--- config.mk ---
export PLATFORM = sky130hd
export DESIGN_NAME = calendar_interval_tick_counter
export DESIGN_NICKNAME = d
export VERILOG_FILES = /design/src/hdl/citc_pkg.sv /design/src/hdl/citc_front.sv /design/src/hdl/citc_queue.sv /design/src/hdl/citc_back.sv /design/src/hdl/calendar_interval_tick_counter.sv
export SDC_FILE = /design/constraint.sdc
export NUM_CORES = 2
export LEC_CHECK = 0
export ABC_CLOCK_PERIOD_IN_PS = 8800
export BUFFER_PORTS_ARGS = -buffer_cell sky130_fd_sc_hd__buf_2
export CAP_MARGIN = 40
export CORE_ASPECT_RATIO = 0.8
export CORE_UTILIZATION = 40
export DETAILED_ROUTE_END_ITERATION = 10
export SLEW_MARGIN = 40
export SYNTH_ARGS = -nofsm -noshare
export SYNTH_HDL_FRONTEND = slang
export SYNTH_HIERARCHICAL = 1
export SYNTH_SLANG_ARGS = --single-unit
--- constraint.sdc ---
create_clock -name clk -period 8.8 [get_ports clk]
set_input_delay 1.32 -clock clk [delete_from_list [all_inputs] [get_ports clk]]
set_output_delay 1.32 -clock clk [all_outputs]
set_load 0.005 [all_outputs]
--- src/hdl/citc_pkg.sv ---
`timescale 1ns / 1ps
package citc_pkg;

  localparam int YearBase   = 1970;
  localparam int YearSpan   = 130;
  localparam int CenturyOff = 2100 - YearBase;

  localparam int QueueDepth = 2;
  localparam int QPtrW      = (QueueDepth > 1) ? $clog2(QueueDepth) : 1;
  localparam int QCntW      = $clog2(QueueDepth + 1);

  localparam int AccW  = 35;
  localparam int DivW  = 34;
  localparam int CntW  = $clog2(DivW + 1);
  localparam int PerW  = 31;
  localparam int TickW = 32;
  localparam int DayW  = 18;

  localparam logic CmdStart = 1'b0;
  localparam logic CmdEnd   = 1'b1;

  typedef enum logic [2:0] {
    UNIT_SEC,
    UNIT_MIN,
    UNIT_HOUR,
    UNIT_DAY,
    UNIT_MONTH,
    UNIT_YEAR
  } unit_t;

  typedef struct packed {
    unit_t             unit;
    logic [7:0]        e_year;
    logic [3:0]        e_month;
    logic [4:0]        e_day;
    logic [4:0]        e_hour;
    logic [5:0]        e_minute;
    logic [5:0]        e_second;
    logic [7:0]        s_year;
    logic [4:0]        s_month;
    logic [5:0]        s_day;
    logic [5:0]        s_hour;
    logic [6:0]        s_minute;
    logic [5:0]        s_second;
    logic [PerW-1:0]   period;
  } job_t;

  function automatic logic [8:0] days_before_month(logic [3:0] mc);
    logic [8:0] r;
    unique case (mc)
      4'd1:    r = 9'd0;
      4'd2:    r = 9'd31;
      4'd3:    r = 9'd59;
      4'd4:    r = 9'd90;
      4'd5:    r = 9'd120;
      4'd6:    r = 9'd151;
      4'd7:    r = 9'd181;
      4'd8:    r = 9'd212;
      4'd9:    r = 9'd243;
      4'd10:   r = 9'd273;
      4'd11:   r = 9'd304;
      default: r = 9'd334;
    endcase
    return r;
  endfunction

  // days since the epoch, day of month counted linearly
  function automatic logic signed [DayW-1:0] day_count(logic [7:0] yoff, logic [4:0] mon,
                                                       logic [5:0] day);
    logic [3:0]      mc;
    logic [7:0]      leaps;
    logic            leap;
    logic [DayW-1:0] base;
    if (mon < 5'd1) begin
      mc = 4'd1;
    end else if (mon > 5'd12) begin
      mc = 4'd12;
    end else begin
      mc = mon[3:0];
    end
    leaps = 8'((9'(yoff) + 9'd1) >> 2) - ((yoff > 8'(CenturyOff)) ? 8'd1 : 8'd0);
    leap  = (yoff[1:0] == 2'd2) && (yoff != 8'(CenturyOff));
    base  = DayW'(yoff) * DayW'(365) + DayW'(leaps) + DayW'(days_before_month(mc))
          + ((mc > 4'd2 && leap) ? DayW'(1) : DayW'(0));
    return $signed(base + DayW'(day)) - $signed(DayW'(1));
  endfunction

endpackage

--- src/hdl/citc_front.sv ---
`timescale 1ns / 1ps
module citc_front (
  input  logic                    clk,
  input  logic                    rst_n,
  input  logic                    in_valid,
  output logic                    in_stall,
  input  logic                    in_cmd,
  input  logic [11:0]             in_year,
  input  logic [3:0]              in_month,
  input  logic [4:0]              in_day,
  input  logic [4:0]              in_hour,
  input  logic [5:0]              in_minute,
  input  logic [5:0]              in_second,
  input  logic [2:0]              in_unit,
  input  logic [citc_pkg::PerW-1:0] in_period,
  input  logic                    q_full,
  output logic                    push,
  output citc_pkg::job_t          push_job
);

  logic [7:0] start_year_r;
  logic [3:0] start_month_r;
  logic [4:0] start_day_r;
  logic [4:0] start_hour_r;
  logic [5:0] start_minute_r;
  logic [5:0] start_second_r;

  logic            accept;
  logic [7:0]      yoff;
  citc_pkg::unit_t unit;
  logic            frac_sec, frac_min, frac_hour, frac_day, frac_month;

  assign in_stall = q_full;
  assign accept   = in_valid && !q_full;
  assign push     = accept && (in_cmd == citc_pkg::CmdEnd);

  always_comb begin
    if (in_year < 12'(citc_pkg::YearBase)) begin
      yoff = 8'd0;
    end else if (in_year - 12'(citc_pkg::YearBase) > 12'(citc_pkg::YearSpan - 1)) begin
      yoff = 8'(citc_pkg::YearSpan - 1);
    end else begin
      yoff = 8'(in_year - 12'(citc_pkg::YearBase));
    end
  end

  assign unit = (in_unit > 3'(citc_pkg::UNIT_YEAR)) ? citc_pkg::UNIT_YEAR
                                                    : citc_pkg::unit_t'(in_unit);

  assign frac_sec   = (start_second_r != 6'd0);
  assign frac_min   = frac_sec || (start_minute_r != 6'd0);
  assign frac_hour  = frac_min || (start_hour_r != 5'd0);
  assign frac_day   = frac_hour || (start_day_r != 5'd1);
  assign frac_month = frac_day || (start_month_r != 4'd1);

  // round the stored start up to the next boundary of the unit
  always_comb begin
    push_job          = '0;
    push_job.unit     = unit;
    push_job.e_year   = yoff;
    push_job.e_month  = in_month;
    push_job.e_day    = in_day;
    push_job.e_hour   = in_hour;
    push_job.e_minute = in_minute;
    push_job.e_second = in_second;
    push_job.period   = (in_period == '0) ? citc_pkg::PerW'(1) : in_period;
    push_job.s_year   = start_year_r;
    push_job.s_month  = 5'(start_month_r);
    push_job.s_day    = 6'(start_day_r);
    push_job.s_hour   = 6'(start_hour_r);
    push_job.s_minute = 7'(start_minute_r);
    push_job.s_second = start_second_r;
    unique case (unit)
      citc_pkg::UNIT_SEC: begin
      end
      citc_pkg::UNIT_MIN: begin
        if (frac_sec) push_job.s_minute = 7'(start_minute_r) + 7'd1;
      end
      citc_pkg::UNIT_HOUR: begin
        if (frac_min) push_job.s_hour = 6'(start_hour_r) + 6'd1;
      end
      citc_pkg::UNIT_DAY: begin
        if (frac_hour) push_job.s_day = 6'(start_day_r) + 6'd1;
      end
      citc_pkg::UNIT_MONTH: begin
        if (frac_day) push_job.s_month = 5'(start_month_r) + 5'd1;
      end
      default: begin
        if (frac_month) push_job.s_year = start_year_r + 8'd1;
      end
    endcase
  end

  always_ff @(posedge clk) begin
    if (!rst_n) begin
      start_year_r   <= '0;
      start_month_r  <= '0;
      start_day_r    <= '0;
      start_hour_r   <= '0;
      start_minute_r <= '0;
      start_second_r <= '0;
    end else if (accept && (in_cmd == citc_pkg::CmdStart)) begin
      start_year_r   <= yoff;
      start_month_r  <= in_month;
      start_day_r    <= in_day;
      start_hour_r   <= in_hour;
      start_minute_r <= in_minute;
      start_second_r <= in_second;
    end
  end

endmodule

--- src/hdl/citc_queue.sv ---
`timescale 1ns / 1ps
module citc_queue (
  input  logic           clk,
  input  logic           rst_n,
  input  logic           push,
  input  citc_pkg::job_t push_job,
  input  logic           pop,
  output citc_pkg::job_t head,
  output logic           full,
  output logic           empty
);

  citc_pkg::job_t                  mem_r [citc_pkg::QueueDepth];
  logic [citc_pkg::QPtrW-1:0]      wr_ptr_r;
  logic [citc_pkg::QPtrW-1:0]      rd_ptr_r;
  logic [citc_pkg::QCntW-1:0]      count_r;

  assign full  = (count_r == citc_pkg::QCntW'(citc_pkg::QueueDepth));
  assign empty = (count_r == '0);
  assign head  = mem_r[rd_ptr_r];

  function automatic logic [citc_pkg::QPtrW-1:0] advance(logic [citc_pkg::QPtrW-1:0] p);
    return (p == citc_pkg::QPtrW'(citc_pkg::QueueDepth - 1)) ? '0 : p + 1'b1;
  endfunction

  always_ff @(posedge clk) begin
    if (push) mem_r[wr_ptr_r] <= push_job;
  end

  always_ff @(posedge clk) begin
    if (!rst_n) begin
      wr_ptr_r <= '0;
      rd_ptr_r <= '0;
      count_r  <= '0;
    end else begin
      if (push) wr_ptr_r <= advance(wr_ptr_r);
      if (pop) rd_ptr_r <= advance(rd_ptr_r);
      if (push && !pop) begin
        count_r <= count_r + 1'b1;
      end else if (pop && !push) begin
        count_r <= count_r - 1'b1;
      end
    end
  end

  a_no_push_full: assert property (@(posedge clk) disable iff (!rst_n) push |-> !full)
    else $error("queue overflow");
  a_no_pop_empty: assert property (@(posedge clk) disable iff (!rst_n) pop |-> !empty)
    else $error("queue underflow");
  a_count_range: assert property (@(posedge clk) disable iff (!rst_n)
    count_r <= citc_pkg::QCntW'(citc_pkg::QueueDepth))
    else $error("queue count out of range");

endmodule

--- src/hdl/citc_back.sv ---
`timescale 1ns / 1ps
module citc_back (
  input  logic                       clk,
  input  logic                       rst_n,
  input  citc_pkg::job_t             head,
  input  logic                       empty,
  output logic                       pop,
  output logic                       out_valid,
  input  logic                       out_stall,
  output logic [citc_pkg::TickW-1:0] out_tick_count
);

  typedef enum logic [2:0] {
    ST_IDLE,
    ST_HOUR,
    ST_MIN,
    ST_SEC,
    ST_DIFF,
    ST_DIV,
    ST_DONE
  } state_t;

  state_t                           st_r;
  citc_pkg::job_t                   job_r;
  logic signed [citc_pkg::AccW-1:0] acc_a_r;
  logic signed [citc_pkg::AccW-1:0] acc_b_r;
  logic [citc_pkg::DivW-1:0]        q_r;
  logic [citc_pkg::PerW-1:0]        rem_r;
  logic [citc_pkg::PerW-1:0]        div_r;
  logic [citc_pkg::CntW-1:0]        cnt_r;
  logic                             out_valid_r;
  logic [citc_pkg::TickW-1:0]       out_tick_count_r;

  logic signed [citc_pkg::AccW-1:0] base_a;
  logic signed [citc_pkg::AccW-1:0] base_b;
  logic signed [citc_pkg::AccW-1:0] diff;
  logic [citc_pkg::PerW:0]          trial;
  logic                             ge;

  assign pop            = (st_r == ST_IDLE) && !empty;
  assign out_valid      = out_valid_r;
  assign out_tick_count = out_tick_count_r;

  always_comb begin
    unique case (head.unit)
      citc_pkg::UNIT_MONTH: begin
        base_a = $signed(citc_pkg::AccW'(head.e_year) * citc_pkg::AccW'(12)
                         + citc_pkg::AccW'(head.e_month)) - $signed(citc_pkg::AccW'(1));
        base_b = $signed(citc_pkg::AccW'(head.s_year) * citc_pkg::AccW'(12)
                         + citc_pkg::AccW'(head.s_month)) - $signed(citc_pkg::AccW'(1));
      end
      citc_pkg::UNIT_YEAR: begin
        base_a = $signed(citc_pkg::AccW'(head.e_year));
        base_b = $signed(citc_pkg::AccW'(head.s_year));
      end
      default: begin
        base_a = citc_pkg::AccW'(citc_pkg::day_count(head.e_year, 5'(head.e_month),
                                                      6'(head.e_day)));
        base_b = citc_pkg::AccW'(citc_pkg::day_count(head.s_year, head.s_month,
                                                      head.s_day));
      end
    endcase
  end

  assign diff  = acc_a_r - acc_b_r;
  assign trial = {rem_r, q_r[citc_pkg::DivW-1]};
  assign ge    = (trial >= {1'b0, div_r});

  always_ff @(posedge clk) begin
    if (!rst_n) begin
      st_r        <= ST_IDLE;
      out_valid_r <= 1'b0;
    end else begin
      if (out_valid_r && !out_stall && (st_r != ST_DONE)) out_valid_r <= 1'b0;
      unique case (st_r)
        ST_IDLE: begin
          if (!empty) begin
            job_r   <= head;
            acc_a_r <= base_a;
            acc_b_r <= base_b;
            if (head.unit == citc_pkg::UNIT_SEC || head.unit == citc_pkg::UNIT_MIN ||
                head.unit == citc_pkg::UNIT_HOUR) begin
              st_r <= ST_HOUR;
            end else begin
              st_r <= ST_DIFF;
            end
          end
        end
        ST_HOUR: begin
          acc_a_r <= acc_a_r * $signed(citc_pkg::AccW'(24))
                   + $signed(citc_pkg::AccW'(job_r.e_hour));
          acc_b_r <= acc_b_r * $signed(citc_pkg::AccW'(24))
                   + $signed(citc_pkg::AccW'(job_r.s_hour));
          st_r    <= (job_r.unit == citc_pkg::UNIT_HOUR) ? ST_DIFF : ST_MIN;
        end
        ST_MIN: begin
          acc_a_r <= acc_a_r * $signed(citc_pkg::AccW'(60))
                   + $signed(citc_pkg::AccW'(job_r.e_minute));
          acc_b_r <= acc_b_r * $signed(citc_pkg::AccW'(60))
                   + $signed(citc_pkg::AccW'(job_r.s_minute));
          st_r    <= (job_r.unit == citc_pkg::UNIT_MIN) ? ST_DIFF : ST_SEC;
        end
        ST_SEC: begin
          acc_a_r <= acc_a_r * $signed(citc_pkg::AccW'(60))
                   + $signed(citc_pkg::AccW'(job_r.e_second));
          acc_b_r <= acc_b_r * $signed(citc_pkg::AccW'(60))
                   + $signed(citc_pkg::AccW'(job_r.s_second));
          st_r    <= ST_DIFF;
        end
        ST_DIFF: begin
          div_r <= job_r.period;
          rem_r <= '0;
          cnt_r <= citc_pkg::CntW'(citc_pkg::DivW);
          if (diff > $signed(citc_pkg::AccW'(0))) begin
            q_r  <= diff[citc_pkg::DivW-1:0];
            st_r <= ST_DIV;
          end else begin
            q_r  <= '0;
            st_r <= ST_DONE;
          end
        end
        ST_DIV: begin
          rem_r <= ge ? citc_pkg::PerW'(trial - {1'b0, div_r}) : trial[citc_pkg::PerW-1:0];
          q_r   <= {q_r[citc_pkg::DivW-2:0], ge};
          cnt_r <= cnt_r - 1'b1;
          if (cnt_r == citc_pkg::CntW'(1)) st_r <= ST_DONE;
        end
        ST_DONE: begin
          if (!out_valid_r || !out_stall) begin
            out_valid_r      <= 1'b1;
            out_tick_count_r <= (|q_r[citc_pkg::DivW-1:citc_pkg::TickW]) ? '1
                                : q_r[citc_pkg::TickW-1:0];
            st_r             <= ST_IDLE;
          end
        end
        default: st_r <= ST_IDLE;
      endcase
    end
  end

  a_rem_below_div: assert property (@(posedge clk) disable iff (!rst_n)
    st_r == ST_DIV |-> rem_r < div_r)
    else $error("divider remainder not below divisor");
  a_nonpos_zero: assert property (@(posedge clk) disable iff (!rst_n)
    (st_r == ST_DONE && $past(st_r) == ST_DIFF) |-> q_r == '0)
    else $error("non-positive interval must give zero");
  a_pop_starts: assert property (@(posedge clk) disable iff (!rst_n)
    pop |=> st_r != ST_IDLE)
    else $error("popped job not started");

endmodule

--- src/hdl/calendar_interval_tick_counter.sv ---
`timescale 1ns / 1ps
// Counts whole periods between a stored start timestamp and an end timestamp.
// A start transfer (cmd 0) is stored in the start registers and gives no result. An end
// transfer (cmd 1) is paired with the rounded start and queued in the same cycle; the
// queue holds two end items. The back end then takes one item at a time: it forms day,
// month or year counts as it takes the item, scales them to hours, minutes and seconds
// as far as the unit needs, subtracts, runs a bit-per-cycle restoring divider over 34
// quotient bits when the interval is positive, and loads the output register once any
// waiting result has been taken. The output register lets the back end finish the next
// item while a result waits on out_stall.
module calendar_interval_tick_counter (
  input  logic                       clk,
  input  logic                       rst_n,
  input  logic                       in_valid,
  output logic                       in_stall,
  input  logic                       in_cmd,
  input  logic [11:0]                in_year,
  input  logic [3:0]                 in_month,
  input  logic [4:0]                 in_day,
  input  logic [4:0]                 in_hour,
  input  logic [5:0]                 in_minute,
  input  logic [5:0]                 in_second,
  input  logic [2:0]                 in_unit,
  input  logic [citc_pkg::PerW-1:0]  in_period,
  output logic                       out_valid,
  input  logic                       out_stall,
  output logic [citc_pkg::TickW-1:0] out_tick_count
);

  logic           push;
  citc_pkg::job_t push_job;
  logic           pop;
  citc_pkg::job_t head;
  logic           q_full;
  logic           q_empty;

  citc_front u_front (
    .clk       (clk),
    .rst_n     (rst_n),
    .in_valid  (in_valid),
    .in_stall  (in_stall),
    .in_cmd    (in_cmd),
    .in_year   (in_year),
    .in_month  (in_month),
    .in_day    (in_day),
    .in_hour   (in_hour),
    .in_minute (in_minute),
    .in_second (in_second),
    .in_unit   (in_unit),
    .in_period (in_period),
    .q_full    (q_full),
    .push      (push),
    .push_job  (push_job)
  );

  citc_queue u_queue (
    .clk      (clk),
    .rst_n    (rst_n),
    .push     (push),
    .push_job (push_job),
    .pop      (pop),
    .head     (head),
    .full     (q_full),
    .empty    (q_empty)
  );

  citc_back u_back (
    .clk            (clk),
    .rst_n          (rst_n),
    .head           (head),
    .empty          (q_empty),
    .pop            (pop),
    .out_valid      (out_valid),
    .out_stall      (out_stall),
    .out_tick_count (out_tick_count)
  );

endmodule

Yosys cells after proc, flatten, opt, wreduce, memory -nomap -nowiden
Memories as Yosys holds them, arrays and structs flattened. A register that Yosys moved wholly into a read port is not among the register bits.
Index checks and enable logic that the tools add are counted.
{"block": "totals", "ff_bits": 316, "mem_bits_rw": 212, "romBits": 288, "out_inout_bits": 34, "wordCells": 218, "n_memories": 3}
{"block": "op_classes", "n_addsub": 37, "mul": 8, "magnitude_cmp": 13, "eq_ne": 28, "muxes": 56, "bitwise_logic": 2, "reduce_logical": 45}
{"memory": "u_queue.mem_r", "depth": 2, "word_bits": 106, "rd": 1, "rd_ports_with_merged_regs": 1, "write_ports": 1, "line_no": "citc_queue.sv:13", "rtl": "citc_pkg::job_t mem_r [citc_pkg::QueueDepth];"}
{"memory": "(no name shown)", "depth": 16, "word_bits": 9, "rd": 1, "rd_ports_with_merged_regs": 0, "write_ports": 0, "line_no": "citc_pkg.sv:50", "rtl": "unique case (mc)"}
{"memory": "(no name shown)", "depth": 16, "word_bits": 9, "rd": 1, "rd_ports_with_merged_regs": 0, "write_ports": 0, "line_no": "citc_pkg.sv:50"}
{"operator": "one-hot mux 35 bit (4 select lines)", "n": 2}
{"operator": "adder 35 x 7 -> 35 bit", "n": 4}
{"operator": "one-hot mux 35 bit (2 select lines)", "n": 2}
{"operator": "multiplier 35 x 3 -> 32 bit (second input constant)", "n": 2}
{"operator": "multiplier 35 x 5 -> 33 bit (second input constant)", "n": 2}
{"operator": "2-to-1 mux 35 bit", "n": 2}
{"operator": "subtractor 35 x 2 -> 35 bit (second input constant)", "n": 2}
{"operator": "one-hot mux 34 bit (2 select lines)", "n": 1}
{"operator": "2-to-1 mux 31 bit", "n": 2}
{"operator": "one-hot mux 31 bit (2 select lines)", "n": 1}
{"operator": "adder 17 x 8 -> 18 bit", "n": 2}
{"operator": "adder 18 bit", "n": 2}
{"operator": "adder 18 x 9 -> 18 bit", "n": 2}
{"operator": "subtractor 18 x 2 -> 18 bit (second input constant)", "n": 2}
{"operator": "adder 35 x 6 -> 35 bit", "n": 1}
{"operator": "adder 35 x 8 -> 35 bit", "n": 1}
{"operator": "> comparator 35 x 1 -> 1 bit (second input constant)", "n": 1}
{"operator": "subtractor 35 bit", "n": 1}
{"operator": "multiplier 8 x 9 -> 17 bit (second input constant)", "n": 2}
{"operator": "2-to-1 mux 34 bit", "n": 1}
{"operator": ">= comparator 32 x 31 -> 1 bit", "n": 1}
{"operator": "2-to-1 mux 8 bit", "n": 4}
{"operator": "zero test 31 bit", "n": 1}
{"operator": "subtractor 31 bit", "n": 1}
{"operator": "60 further kinds", "n": 147}

Longest topological paths before layout
{"block": "logic_depth", "depth_word": 13, "depth_mapped": 39, "ltp_nobuf": 35}

Hierarchy
The synthesis kept the hierarchy.
{"module": "citc_back", "instances": 1, "cells_each": 4132, "area_each_um2": 36495.0, "seq_area_each_um2": 8308.0}
{"module": "citc_queue", "instances": 1, "cells_each": 352, "area_each_um2": 8023.9, "seq_area_each_um2": 6466.2}
{"module": "citc_front", "instances": 1, "cells_each": 357, "area_each_um2": 2660.1, "seq_area_each_um2": 680.7}

Worst setup path before layout
No wires, ideal clock.
{"block": "synth_timing", "path_type": "register to register", "start": "reg with a tool-made name", "end": "reg u_back/acc_a_r[33] in the netlist's numbering, data pin", "setup_ps": 277, "t_arrival_ps": 7137, "setup_slack_ps": 1386, "path_stages_with_launch": 34, "path_buffers": 3, "synth_period_minus_slack_ps": 7414, "path_cell_list": "dfxtp_1 > buf_6 > buf_2 > mux2_2 > clkinv_1 > ha_1 > nand2_1 > nand2_1 > a21oi_1 > a41oi_1 > ha_1 > ha_1 > nand2_1 > mux2i_1 > xnor2_1 > fa_1 > inv_1 > fa_1 > fa_1 > inv_1 > fa_1 > inv_1 > ha_1 > a21oi_1 > nor2b_1 > nor2_1 > nor2_1 > o41ai_1 > o311ai_0 > o21ai_0 > xnor2_1 > a22oi_1 > clkbuf_1 > o221ai_2"}
{"element": "to (signal assigned)", "line_no": "citc_back.sv:79", "rtl": "acc_a_r <= base_a;"}
{"element": "to (signal assigned)", "line_no": "citc_back.sv:90", "rtl": "acc_a_r <= acc_a_r * $signed(citc_pkg::AccW'(24))"}
{"element": "to (signal assigned)", "line_no": "citc_back.sv:97", "rtl": "acc_a_r <= acc_a_r * $signed(citc_pkg::AccW'(60))"}
{"element": "to (decl)", "line_no": "citc_back.sv:25", "rtl": "logic signed [citc_pkg::AccW-1:0] acc_a_r;"}

==> impl_results.md <==
* Total GRT Usage at a little over a fifth
* First-pass GRT wire length at roughly 200,000 um
* Avg Synthesized Cell Area at around 10 um^2
* Final slew viol count at 0
* Final setup vio count at 0
* Initial Util at slightly above 40%
* Final WL at around 130,000 um
* Htree depth at 2
* RR Endpoint: u_back/acc_b_r[14]
* Initial antenna violation count at 5
* Mapped Cells at a little under 5,000
* Worst-Margin Slew at about 0.87 ns
* Core Area at 117,000 um^2
* Post-synth ARST share at 0%
* Clock transition at path regs at around 0.070 ns
* Min-delay src: u_back/job_r[14]
* CTS Buffer Depth at 3
* CP max stage delay at around 0.54 ns
* Multi-input gate area at 28,500 um^2
* Synth warn at 6
* Vias/cell at 5.54
* P&R area growth vs syn at 8.48%
* Cell mode on critical path: o21ai_0
* Vias in the first global route at between 30,000 and 40,000
* Port Buffers at 110
* First DRT Iteration DRCs at around 2,700
* Grt ovf at 0
* Final ANT Viol Nets at 0
* Min cycle time layout at 7.99 ns
* Mapped Area at 47,200 um^2
* WP data required at roughly 9.2 ns
* Die width at about 390 um
* Status: finished, final reports clean
* Max cap viols at 0
* Routed len/inst at a little under 20 um
* Worst-path fanout max at 17
* CTS sink cnt at approximately 530
* Net count, final at between 5,000 and 6,000
* Tcrit/Tclk final at between 90% and 100%
* # IOs at around 110
* DR pass1 iterations at 5
* Post-DP HPWL at 100,000 um
* Die Footprint at approximately 120,000 um^2
* Most frequent cell after synthesis: inv_1
* Row count at 112
* Slew headroom at ~40%
* R2R depth at 31
* Achievable frequency at roughly 130 MHz
* Hold Crit Depth at 0
* Pin count of the biggest net entering global routing at 72
* # diodes at 0
* Via count at approximately 36,000
* Layout fillers at around 11,000
* Sequential-to-total area share from yosys stat at between 30% and 40%
* DR DRC count at 0
* Worst Setup End Kind: register
* Post-CTS setup buffer count at 0
* Reg2Reg Setup Slack at around 0.81 ns
* Clock insertion delay at the later pin of the skew report at about 0.69 ns
* CP startpoint kind: register
* Min-Delay Endpoint: u_back/div_r[14]
* Top post-synthesis cells by area: edfxtp_1 31%, ha_1 12%, fa_1 9.5%, inv_1 5.0%, xnor2_1 4.4%
* Share of layout cells above drive strength 1 at approximately 9%
* DIE HEIGHT at 309 um
* Setup CP Type: register to register
* Final Hold Slack at around 0.42 ns
* TNS Setup at 0 ns
* Hold WC Path Type: register to register
* Synth top area share at 30.9%
* Ys flop type: edfxtp_1
* RSZ-0062 raised after global routing: no
* Synth area leader: edfxtp_1
* CP arrival at around 8.4 ns
* GPL Wtd Cong at roughly 0.9
* Synth Register Bits at 529
* Num CTS Buffers at 57
* Post-synth EDFFs at just under 500
* Slowest stage cell, crit path: dfxtp_4
* Clock root buffer: clkbuf_16
* Net Count, Synth at between 5,000 and 6,000
* # resized after CTS at 0
* Clk_skew at just under 0.08 ns
* Hold buffer count at CTS at 0
* Leading cell types by count after synthesis: 631 x inv_1, 486 x edfxtp_1, 448 x ha_1
* Post-synth cell types at about 100
* FF/Latch Area at about 15,000 um^2
* CTS tree: built
* Final Hold Vio Count at 0
-- registers in the layout, indices dropped and copies added, names as in the netlist, 8 cells and up, named ones only --
| register | cells |
|---|---|
| u_back/acc_a_r | 35 |
| u_back/acc_b_r | 35 |
| u_back/div_r | 31 |
| u_back/job_r | 70 |
| u_back/out_tick_count | 32 |
| u_back/q_r | 34 |
| u_back/rem_r | 31 |
| u_front/start_year_r | 8 |
| u_queue/mem_r | 212 |
-- through the flow --
| step | cells | cell area, um^2 | worst slack (ns) | utilization (%) |
|---|---|---|---|---|
| after global placement | 6319 | 49100 | 0.988 | 42.0 |
| after floorplan | 4841 | 47200 | 1.39 | - |
| final | 6434 | 51200 | 0.809 | 43.8 |
| after detailed placement | 6323 | 49200 | 0.930 | 42.1 |
| after CTS | 6431 | 51100 | 0.891 | 43.8 |
| after global routing | 6434 | 51200 | 0.275 | 43.8 |
-- per-layer routing --
| metal | vias up | share of wire [%] | GRT usage (%) |
|---|---|---|---|
| li1 | 17200 | - | - |
| met1 | 17400 | 50 | 32.0 |
| met2 | 881 | 42 | 31.4 |
| met3 | 138 | 6.5 | 3.93 |
| met4 | 6 | 1.8 | 4.34 |
| met5 | - | 0.038 | 0 |
-- area by class of cell --
| type | count | area share, % |
|---|---|---|
| multi-input combinational | 3470 | 55.7 |
| sequential | 529 | 30.2 |
| inverter | 634 | 4.65 |
| tap | 1539 | 3.76 |
| clock buffer | 69 | 3.01 |
| timing repair buffer | 154 | 1.87 |
| clock inverter | 39 | 0.802 |
-- how the worst max path moves through the flow --
stage,from,to,depth (start not counted)
floorplan,register,u_back/acc_a_r[33],33
global placement,register,u_back/acc_b_r[34],30
detailed placement,register,u_back/acc_b_r[19],30
CTS,register,u_back/acc_b_r[14],31
global route,register,u_back/acc_b_r[14],33
finish,register,u_back/acc_b_r[14],31
-- worst max-delay path: cells and delay by family, from the launching register on --
family | cells | cell delay [ns]
AO/OA/AOI/OAI | 13 | 2.65
XOR/XNOR | 2 | 0.29
adder cells (fa/ha/maj) | 8 | 2.99
buffers and inverters | 4 | 0.46
flip-flops | 1 | 0.54
multiplexers | 1 | 0.41
AND/OR/NAND/NOR | 3 | 0.32
-- cells by family after synthesis --
| family | count (synthesis) | share of synthesized area [%] |
|---|---|---|
| XOR/XNOR | 369 | 6.85 |
| flip-flops | 529 | 32.8 |
| buffers and inverters | 842 | 7.06 |
| adder cells (fa/ha/maj) | 671 | 21.3 |
| multiplexers | 156 | 3.94 |
| AND/OR/NAND/NOR | 1180 | 12.6 |
| AO/OA/AOI/OAI | 1094 | 15.5 |
-- placed cells by master (no fill, tap or decap), types with 53 or more instances in the layout --
cell | Yosys | final
inv_1 | 631 | 631
o21ai_0 | 185 | 181
nand2_1 | 349 | 349
nand4_1 | 69 | 69
ha_1 | 448 | 448
or3_1 | 58 | 58
fa_1 | 223 | 223
xor2_1 | 133 | 133
a21o_1 | 120 | 120
o31ai_1 | 53 | 53
mux2_2 | 77 | 77
buf_2 | 13 | 110
nor2_1 | 248 | 242
edfxtp_1 | 486 | 486
xnor2_1 | 236 | 235
clkbuf_16 | 0 | 57
nand3_1 | 101 | 101
nor3_1 | 68 | 68
a21oi_1 | 283 | 281
Power is not shown: default switching activity piles up to over one toggle a cycle in this logic, so the estimate is an artifact.
